### config.mk
export PLATFORM = sky130hd
export DESIGN_NAME = k_group_stream_reverser
export DESIGN_NICKNAME = d
export VERILOG_FILES = /design/src/hw/rtl/kgsr_pkg.sv /design/src/hw/rtl/k_group_stream_reverser.sv /design/src/hw/rtl/kgsr_cell.sv
export SDC_FILE = /design/constraint.sdc
export NUM_CORES = 1
export LEC_CHECK = 0
export BUFFER_PORTS_ARGS = -buffer_cell sky130_fd_sc_hd__buf_2
export CAP_MARGIN = 30
export CELL_PAD_IN_SITES_DETAIL_PLACEMENT = 2
export CELL_PAD_IN_SITES_GLOBAL_PLACEMENT = 2
export CORE_AREA = 3 3 280 254
export CTS_CLUSTER_DIAMETER = 30
export DETAILED_ROUTE_END_ITERATION = 16
export DIE_AREA = 0 0 283 257
export MAX_ROUTING_LAYER = met4
export PLACE_DENSITY_LB_ADDON = 0.1
export SYNTH_ARGS = -nofsm -noshare
export SYNTH_HDL_FRONTEND = slang
export SYNTH_HIERARCHICAL = 1
export SYNTH_SLANG_ARGS = --single-unit
### constraint.sdc
create_clock -name clk_i -period 5 [get_ports clk_i]
set_input_delay 0.5 -clock clk_i [delete_from_list [all_inputs] [get_ports clk_i]]
set_output_delay 0.5 -clock clk_i [all_outputs]
set_load 0.1 [all_outputs]
### src/hw/rtl/kgsr_pkg.sv
// shared types and constants for the k-group stream reverser
`default_nettype none

package kgsr_pkg;

  localparam int unsigned DATA_W = 32;
  localparam int unsigned CFG_W  = 5;

  typedef logic signed [DATA_W-1:0] value_t;
  typedef logic [CFG_W-1:0] cfg_t;

  typedef struct packed {
    logic shift_up;
    logic shift_down;
  } cell_ctrl_t;

endpackage

`default_nettype wire

### src/hw/rtl/k_group_stream_reverser.sv
// Reverses a stream of signed 32-bit items in groups of cfg_data_i items (0 acts as 1,
// values above MAX_GROUP act as MAX_GROUP). Items enter a row of MAX_GROUP cells, one per
// cycle; when a group fills, or tlast arrives first, s_axis_tready_o drops and the group
// leaves one item per cycle, unless m_axis_tready_i stalls it, through the output
// register: a full group newest first, a short group at the end of the list in arrival
// order. The single shift chain holds one group at a time. tlast out marks the final
// item of the list. Write the group size only while the block is idle.
`default_nettype none

module k_group_stream_reverser #(
  parameter int unsigned MAX_GROUP = 16
) (
  input  wire logic             clk_i,
  input  wire logic             rst_ni,
  input  wire logic             cfg_valid_i,
  output      logic             cfg_ready_o,
  input  wire kgsr_pkg::cfg_t   cfg_data_i,     // group_size
  input  wire logic             s_axis_tvalid_i,
  output      logic             s_axis_tready_o,
  input  wire kgsr_pkg::value_t s_axis_tdata_i, // value
  input  wire logic             s_axis_tlast_i,
  output      logic             m_axis_tvalid_o,
  input  wire logic             m_axis_tready_i,
  output      kgsr_pkg::value_t m_axis_tdata_o, // value_out
  output      logic             m_axis_tlast_o
);
  import kgsr_pkg::*;

  localparam int unsigned CW   = $clog2(MAX_GROUP + 1);
  localparam int unsigned IDXW = (MAX_GROUP > 1) ? $clog2(MAX_GROUP) : 1;

  cfg_t           size_q;
  logic [CW-1:0]  fill_q, remain_q, len_q;
  logic [CW-1:0]  k_eff, n_next;
  logic           rev_q, end_q;
  logic           out_valid_q, out_last_q;
  value_t         out_data_q;
  logic           s_accept, emit, group_done;
  logic [IDXW-1:0] tap_idx;
  cell_ctrl_t     ctrl;
  value_t         cell_val [MAX_GROUP];

  assign cfg_ready_o     = 1'b1;
  assign s_axis_tready_o = (remain_q == '0);
  assign s_accept        = s_axis_tvalid_i & s_axis_tready_o;
  assign emit            = (remain_q != '0) & (~out_valid_q | m_axis_tready_i);

  always_comb begin
    if (size_q == '0) begin
      k_eff = CW'(1);
    end else if (int'(size_q) > int'(MAX_GROUP)) begin
      k_eff = CW'(MAX_GROUP);
    end else begin
      k_eff = CW'(size_q);
    end
  end

  assign n_next     = fill_q + CW'(1);
  assign group_done = (n_next >= k_eff) | s_axis_tlast_i;
  assign tap_idx    = IDXW'(len_q - CW'(1));

  assign ctrl.shift_up   = s_accept | (emit & ~rev_q);
  assign ctrl.shift_down = emit & rev_q;

  for (genvar i = 0; i < MAX_GROUP; i++) begin : g_cell
    value_t lo, hi;
    if (i == 0) begin : g_first
      assign lo = s_axis_tdata_i;
    end else begin : g_mid
      assign lo = cell_val[i-1];
    end
    if (i == MAX_GROUP - 1) begin : g_last
      assign hi = cell_val[i];
    end else begin : g_inner
      assign hi = cell_val[i+1];
    end
    kgsr_cell u_cell (
      .clk_i     (clk_i),
      .ctrl_i    (ctrl),
      .from_lo_i (lo),
      .from_hi_i (hi),
      .value_o   (cell_val[i])
    );
  end

  always_ff @(posedge clk_i or negedge rst_ni) begin
    if (!rst_ni) begin
      size_q      <= cfg_t'(1);
      fill_q      <= '0;
      remain_q    <= '0;
      len_q       <= '0;
      rev_q       <= 1'b0;
      end_q       <= 1'b0;
      out_valid_q <= 1'b0;
    end else begin
      if (cfg_valid_i) begin
        size_q <= cfg_data_i;
      end
      if (s_accept) begin
        if (group_done) begin
          fill_q   <= '0;
          remain_q <= n_next;
          len_q    <= n_next;
          rev_q    <= (n_next >= k_eff);
          end_q    <= s_axis_tlast_i;
        end else begin
          fill_q <= n_next;
        end
      end else if (emit) begin
        remain_q <= remain_q - CW'(1);
      end
      if (emit) begin
        out_valid_q <= 1'b1;
      end else if (m_axis_tready_i) begin
        out_valid_q <= 1'b0;
      end
    end
  end

  always_ff @(posedge clk_i) begin
    if (emit) begin
      out_data_q <= rev_q ? cell_val[0] : cell_val[tap_idx];
      out_last_q <= end_q & (remain_q == CW'(1));
    end
  end

  assign m_axis_tvalid_o = out_valid_q;
  assign m_axis_tdata_o  = out_data_q;
  assign m_axis_tlast_o  = out_last_q;

endmodule

`default_nettype wire

### src/hw/rtl/kgsr_cell.sv
// one storage cell of the group chain, shifts toward either neighbor
`default_nettype none

module kgsr_cell (
  input  wire logic                clk_i,
  input  wire kgsr_pkg::cell_ctrl_t ctrl_i,
  input  wire kgsr_pkg::value_t    from_lo_i,
  input  wire kgsr_pkg::value_t    from_hi_i,
  output      kgsr_pkg::value_t    value_o
);
  import kgsr_pkg::*;

  value_t value_q, value_d;

  always_comb begin
    value_d = value_q;
    if (ctrl_i.shift_up) begin
      value_d = from_lo_i;
    end else if (ctrl_i.shift_down) begin
      value_d = from_hi_i;
    end
  end

  always_ff @(posedge clk_i) begin
    value_q <= value_d;
  end

  assign value_o = value_q;

endmodule

`default_nettype wire

==> results of run 1 <==
[worst reg2reg max path, cell delays in order, from the launching register on]
cell,delay (ns)
dfrtp_4,0.80
inv_1,0.17
ha_4,0.78
buf_4,0.56
mux4_2,0.39
nand2_1,0.09
a32o_1,0.16
a31oi_1,0.05
[sequential cells by signal, summed over array words and instances (netlist names)]
name / cells
remain_q: 5
fill_q: 5
rev_q: 1
m_axis_tlast_o: 1
end_q: 1
len_q: 4
g_cell.u_cell/value_o: 512
m_axis_tdata_o: 32
size_q: 5
m_axis_tvalid_o: 1
[through the flow]
step | std cells | utilization, % | hold slack, ns | setup WS [ns]
2_1_floorplan | 1673 | - | 0.204 | 0.387
3_3_place_gp | 2598 | 45.6 | 0.484 | 1.41
3_5_place_dp | 2610 | 46.0 | 0.503 | 1.65
4_1_cts | 2874 | 52.9 | 0.00304 | 1.61
5_1_grt | 2879 | 53.1 | 0.0236 | 1.50
6_report | 2879 | 53.1 | 0.0462 | 1.71
[synthesized netlist by cell type, types with 8 or more instances]
master,count,area share [%]
a32o_1,32,1.0
mux2_4,464,23
buf_2,18,0.29
dfrtp_1,21,1.7
mux4_2,128,9.4
or2_1,16,0.33
clkbuf_1,20,0.24
nand2_1,149,1.8
inv_1,43,0.53
buf_6,25,0.92
mux2_2,52,1.9
ha_1,9,0.37
edfxtp_1,545,53
buf_12,48,3.1
o21ai_1,8,0.13
a31oi_1,33,0.67
[per-layer routing]
layer	part of all wire, %	vias up	GRT usage (%)
met5	0	-	-
met4	3.1	0	9.28
met3	3.3	153	4.08
met2	54	367	42.1
met1	39	8862	26.6
li1	-	7004	-
[what timing repair did]
item / CTS / global route
hold endpoints to repair: 24 / 0
gates resized for setup: 0 / 0
hold buffers: 4 / 0
[layout make-up]
cell class                      instances  area (um2)
Clock inverter                         94         975
Timing Repair Buffer                  135        1180
Tap cell                              930        1160
Clock buffer                          166        3700
Fill cell                            5865       32100
Multi-Input combinational cell        944       12200
Sequential cell                       567       16900
Inverter                               43         161
[worst max path at each step]
stage	startpoint	to	slack, ns	cells past startpoint
after floorplan	remain_q[0]	g_cell[0].u_cell/value_o[0]	0.39	9
after global placement	remain_q[0]	g_cell[8].u_cell/value_o[17]	1.41	7
after detailed placement	len_q[0]	m_axis_tdata_o[23]	1.65	7
after CTS	len_q[0]	m_axis_tdata_o[2]	1.61	6
after global routing	len_q[0]	m_axis_tdata_o[3]	1.50	7
final	len_q[0]	m_axis_tdata_o[3]	1.71	7
[cells by family (layout without fill, tap and decap cells)]
group                      after synthesis  after routing  synth area share (%)
and+or+nand+nor                        193            193                  2.68
xor gates and xnor gates                 8              8                 0.277
adders and majority gates                9              9                 0.367
AOI/OAI and AO/OA                       89             89                  2.23
other                                    1              1                0.0122
muxes                                  644            644                  34.0
DFF                                    567            567                  55.1
buffers and inverters                  162            438                  5.29
==> impl_metrics.csv, run 1 <==
group,metric,value,unit
setup_path,slowest_delay,0.80,ns
timing,slew_headroom,33.7,%
yosys,async_flop_share,3.88,%
route,drc,0,
clock_network,clk_transition_reported_paths,0.04,ns
timing,final_max_slew_viol_count,0,
timing,hold_violations,0,
setup_path,path_class,"reg -> reg",
min_path,hold_path_end,"size_q[0]",
final_layout,nNetsFinal,1884,
final_layout,layout_common_cells,"545 x edfxtp_1, 464 x mux2_4, 149 x nand2_1, 144 x clkbuf_16, 128 x mux4_2",
timing,finalCritPeriodShare,65.9,%
min_path,hp-class,"in -> reg",
clock_network,htreeDepth,4,
yosys,synth_nets,1725,
final_layout,synthToLayoutAreaGrowth,18.3,%
timing,tns,0,ns
yosys,syn_inst,1673,
timing,clock_skew,0.0265,ns
setup_path,path_max_fanout,41,
timing,worstMarginPinSlew,0.992,ns
yosys,synthFlopType,"edfxtp_1",
clock_network,root_buffer,"clkbuf_16",
timing,max_freq,304,MHz
flow_run,cap_violations,0,
route,viasPerCell,5.69,
setup_path,slowest_stage,"dfrtp_4",
clock_network,clock_sinks,567,
global_routing,grt-ovfl-total,0,
setup_path,rr_endpoint,"m_axis_tdata_o[3]",
global_routing,grt_pass1_wl,125000,um
yosys,synth_edf_count,545,
route,first_iter_violations,941,
floorplan,start_util,44.8,%
placed_design,dpl.hpwl,52300,um
yosys,synth-seq-cells,567,
clock_network,post_cts.repair.setup_buffers,0,
global_routing,antenna_found_initial,0,
global_routing,grt_pass1_vias,18776,
global_routing,grt_usage,23.7,%
setup_path,path_cells,"inv_1 -> ha_4 -> buf_4 -> mux4_2 -> nand2_1 -> a32o_1 -> a31oi_1",
yosys,syn_avg_cell_area,18.3,um2
setup_path,reg2reg_from,"len_q[0]",
floorplan,ios,79,
setup_path,start_kind,"register",
final_layout,drive_above_1_share,52.1,%
route,wl,84000,um
floorplan,num_rows,91,
route,wl_per_cell,29.2,um
setup_path,cp-end-kind,"register",
setup_path,cp.required,5.40,ns
timing,setup_viol,0,
setup_path,r2r_slack,1.71,ns
placed_design,numPortBuffers,77,
timing,fin_crit,3.29,ns
final_layout,final_common_cell,"edfxtp_1",
placed_design,gp_congestion,0.769,
min_path,holdPathStages,2,
route,drt_pre_antenna_iters,5,
setup_path,path_buf_inv,2,
placed_design,postPlaceCellArea,31500,um2
floorplan,fp.coreArea,68400,um2
final_layout,fin_area,36300,um2
route,via_count,16386,
run_status,outcome,"finished, final reports clean",
yosys,ys_seq_area_share,55.1,%
clock_network,cts_tree,"yes",
setup_path,crit_arrival,3.69,ns
setup_path,crit_family,"flip-flops",
setup_path,r2r_cells,7,
yosys,ys_types,45,
clock_network,clk_path_buf_depth,3,
clock_network,cts_buffers,141,
floorplan,die_h,257,um
final_layout,antennaDiodeCount,0,
route,drtAntennaViolNets,0,
yosys,syn-cell-area,30700,um2
floorplan,dieWidth,283,um
clock_network,clock_latency,0.70,ns
floorplan,die_area,72700,um2
global_routing,grt_max_degree,65,
timing,rsz0062_at_grt,"no",
min_path,hp-start,"cfg_data_i[0]",
yosys,yosysWarnings,6,
Power of run 1 is not shown: default switching activity piles up to over one toggle a cycle in this logic, so the estimate is an artifact.
==> run 2, diff against run 1 <==
--- a/config.mk
+++ b/config.mk
@@ -9,10 +9,10 @@
 export CAP_MARGIN = 30
 export CELL_PAD_IN_SITES_DETAIL_PLACEMENT = 2
 export CELL_PAD_IN_SITES_GLOBAL_PLACEMENT = 2
-export CORE_AREA = 3 3 280 254
+export CORE_AREA = 3 3 283 257
 export CTS_CLUSTER_DIAMETER = 30
 export DETAILED_ROUTE_END_ITERATION = 16
-export DIE_AREA = 0 0 283 257
+export DIE_AREA = 0 0 286 260
 export MAX_ROUTING_LAYER = met4
 export PLACE_DENSITY_LB_ADDON = 0.1
 export SYNTH_ARGS = -nofsm -noshare
==> constraint.sdc (replaced) <==
create_clock -name clk_i -period 2.9 [get_ports clk_i]
set_input_delay 0.29 -clock clk_i [delete_from_list [all_inputs] [get_ports clk_i]]
set_output_delay 0.29 -clock clk_i [all_outputs]
set_load 0.1 [all_outputs]
==> impl_metrics.csv, run 2 (synthesized netlist as in run 1, its figures left out) <==
group,metric,value,unit
run_status,outcome,"finished, final reports clean",
timing,rsz0062_at_grt,"no",
global_routing,grt_max_degree,43,
floorplan,die_area,74400,um2
global_routing,grt_pass1_vias,19380,
setup_path,path_max_fanout,6,
setup_path,cp.required,3.46,ns
timing,finalWorstSetupSlack,0.193,ns
global_routing,antenna_found_initial,0,
final_layout,fillers,6147,
setup_path,path_buf_inv,1,
final_layout,multi_input_area,12300,um2
global_routing,grt_pass1_wl,130000,um
timing,final_max_slew_viol_count,0,
global_routing,grt_util_met1,31.6,%
route,drt_pre_antenna_iters,5,
final_layout,nNetsFinal,1982,
timing,setup_viol,0,
floorplan,die_h,260,um
flow_run,cap_violations,0,
setup_path,start_kind,"register",
timing,finalCritPeriodShare,93.4,%
route,first_iter_violations,1115,
timing,tns,0,ns
clock_network,clock_sinks,567,
route,viasPerCell,5.73,
clock_network,cts_buffers,142,
placed_design,dpl.hpwl,50800,um
route,wl,87400,um
floorplan,start_util,43.8,%
final_layout,antennaDiodeCount,0,
floorplan,num_rows,92,
clock_network,cts_tree,"yes",
setup_path,path_cells,"ha_1 -> nand3_1 -> xor2_1 -> inv_1 -> ha_1 -> or3_1 -> a311o_1 -> and2_1 -> nor4bb_1 -> o22a_1",
min_path,holdPathStages,3,
global_routing,grt-ovfl-total,0,
placed_design,numPortBuffers,77,
final_layout,largest_reg_flops,512,
route,wl_per_cell,29.4,um
clock_network,clk_transition_reported_paths,0.04,ns
setup_path,path_common_cell,"ha_1",
floorplan,fp.coreArea,70000,um2
clock_network,root_buffer,"clkbuf_16",
placed_design,place_ws,0.194,ns
global_routing,grt_usage,24.3,%
setup_path,slowest_stage,"dfrtp_1",
clock_network,post_cts.repair.setup_buffers,0,
final_layout,layout_common_cells,"545 x edfxtp_1, 464 x mux2_4, 150 x clkbuf_16, 149 x nand2_1, 128 x mux4_2",
global_routing,use_met3,4.15,%
route,via_count,17062,
final_layout,drive_above_1_share,52.6,%
setup_path,crit_arrival,3.27,ns
clock_network,htreeDepth,4,
clock_network,clock_latency,0.69,ns
setup_path,path_depth,10,
timing,max_freq,369,MHz
setup_path,path_class,"reg -> reg",
setup_path,crit_family,"simple AND/OR/NAND/NOR gates",
timing,hold_violations,0,
setup_path,slowest_delay,0.39,ns
min_path,hp-class,"in -> reg",
route,drc,0,
timing,clock_skew,0.0197,ns
clock_network,clk_path_buf_depth,3,
floorplan,ios,79,
timing,slew_headroom,64.8,%
floorplan,dieWidth,286,um
final_layout,ff_latch_area,16900,um2
placed_design,gp_congestion,0.762,
timing,fin_crit,2.71,ns
global_routing,gr-usage-met2,39.2,%
route,drtAntennaViolNets,0,
final_layout,final_common_cell,"edfxtp_1",
setup_path,cp-end-kind,"register",
final_layout,finish.utilization,53.7,%
global_routing,busiest_layer,"met2",
timing,worstMarginPinSlew,0.528,ns
setup_path,r2r_cells,10,
final_layout,synthToLayoutAreaGrowth,22.5,%
==> run 2: changes by cell type in the layout (fill, tap and decap cells not counted), sizes merged <==
cell | before | now
bufinv | 15 | 13
clkinvlp | 8 | 7
clkbuf | 166 | 176
dlygate4sd3 | 4 | 46
buf | 131 | 186
inv | 48 | 47
clkinv | 66 | 53
==> run 2: metal layers <==
| metal | vias to the layer above | share of wire, % |
|---|---|---|
| met2 | 431 | 49 |
| li1 | 7193 | - |
| met4 | 0 | 2.3 |
| met1 | 9297 | 45 |
| met5 | - | 0 |
| met3 | 141 | 4.0 |
==> run 2: area by class of cell <==
type	instances	area share, %
Sequential cell	567	45.0
Multi-Input combinational cell	944	32.6
Clock buffer	176	10.3
Clock inverter	77	1.99
Inverter	43	0.439
Tap cell	940	3.13
Timing Repair Buffer	232	6.53
==> run 2: through the flow <==
stage | area (um2) | cells | hold WS [ns]
2_1_floorplan | 30800 | 1673 | -0.00559
3_3_place_gp | 32500 | 2680 | 0.294
3_5_place_dp | 32500 | 2680 | 0.304
4_1_cts | 37600 | 2979 | 0.0231
5_1_grt | 37600 | 2979 | 0.0533
6_report | 37600 | 2979 | 0.0671
==> run 2: final timing paths <==
path	end	from	slack (ns)
max in group asynchronous	len_q[0]	rst_ni	2.35
setup / recovery	remain_q[4]	fill_q[1]	0.19
setup reg to reg	remain_q[4]	fill_q[1]	0.19
hold / removal	remain_q[4]	s_axis_tvalid_i	0.07
min in group asynchronous	end_q	rst_ni	0.14
hold reg to reg	fill_q[4]	fill_q[4]	0.51
==> run 2: worst reg2reg max path, stage by stage (launching register included) <==
cell,delay (ns)
dfrtp_1,0.39
ha_1,0.24
nand3_1,0.12
xor2_1,0.26
inv_1,0.08
ha_1,0.23
or3_1,0.37
a311o_1,0.31
and2_1,0.23
nor4bb_1,0.17
o22a_1,0.18
==> run 2: repair_timing <==
| item | in CTS | in global routing |
|---|---|---|
| hold endpoints to repair | 63 | 0 |
| hold buffers | 46 | 0 |
| resized for setup | 0 | 0 |
Power of run 2 is left out for the same reason.
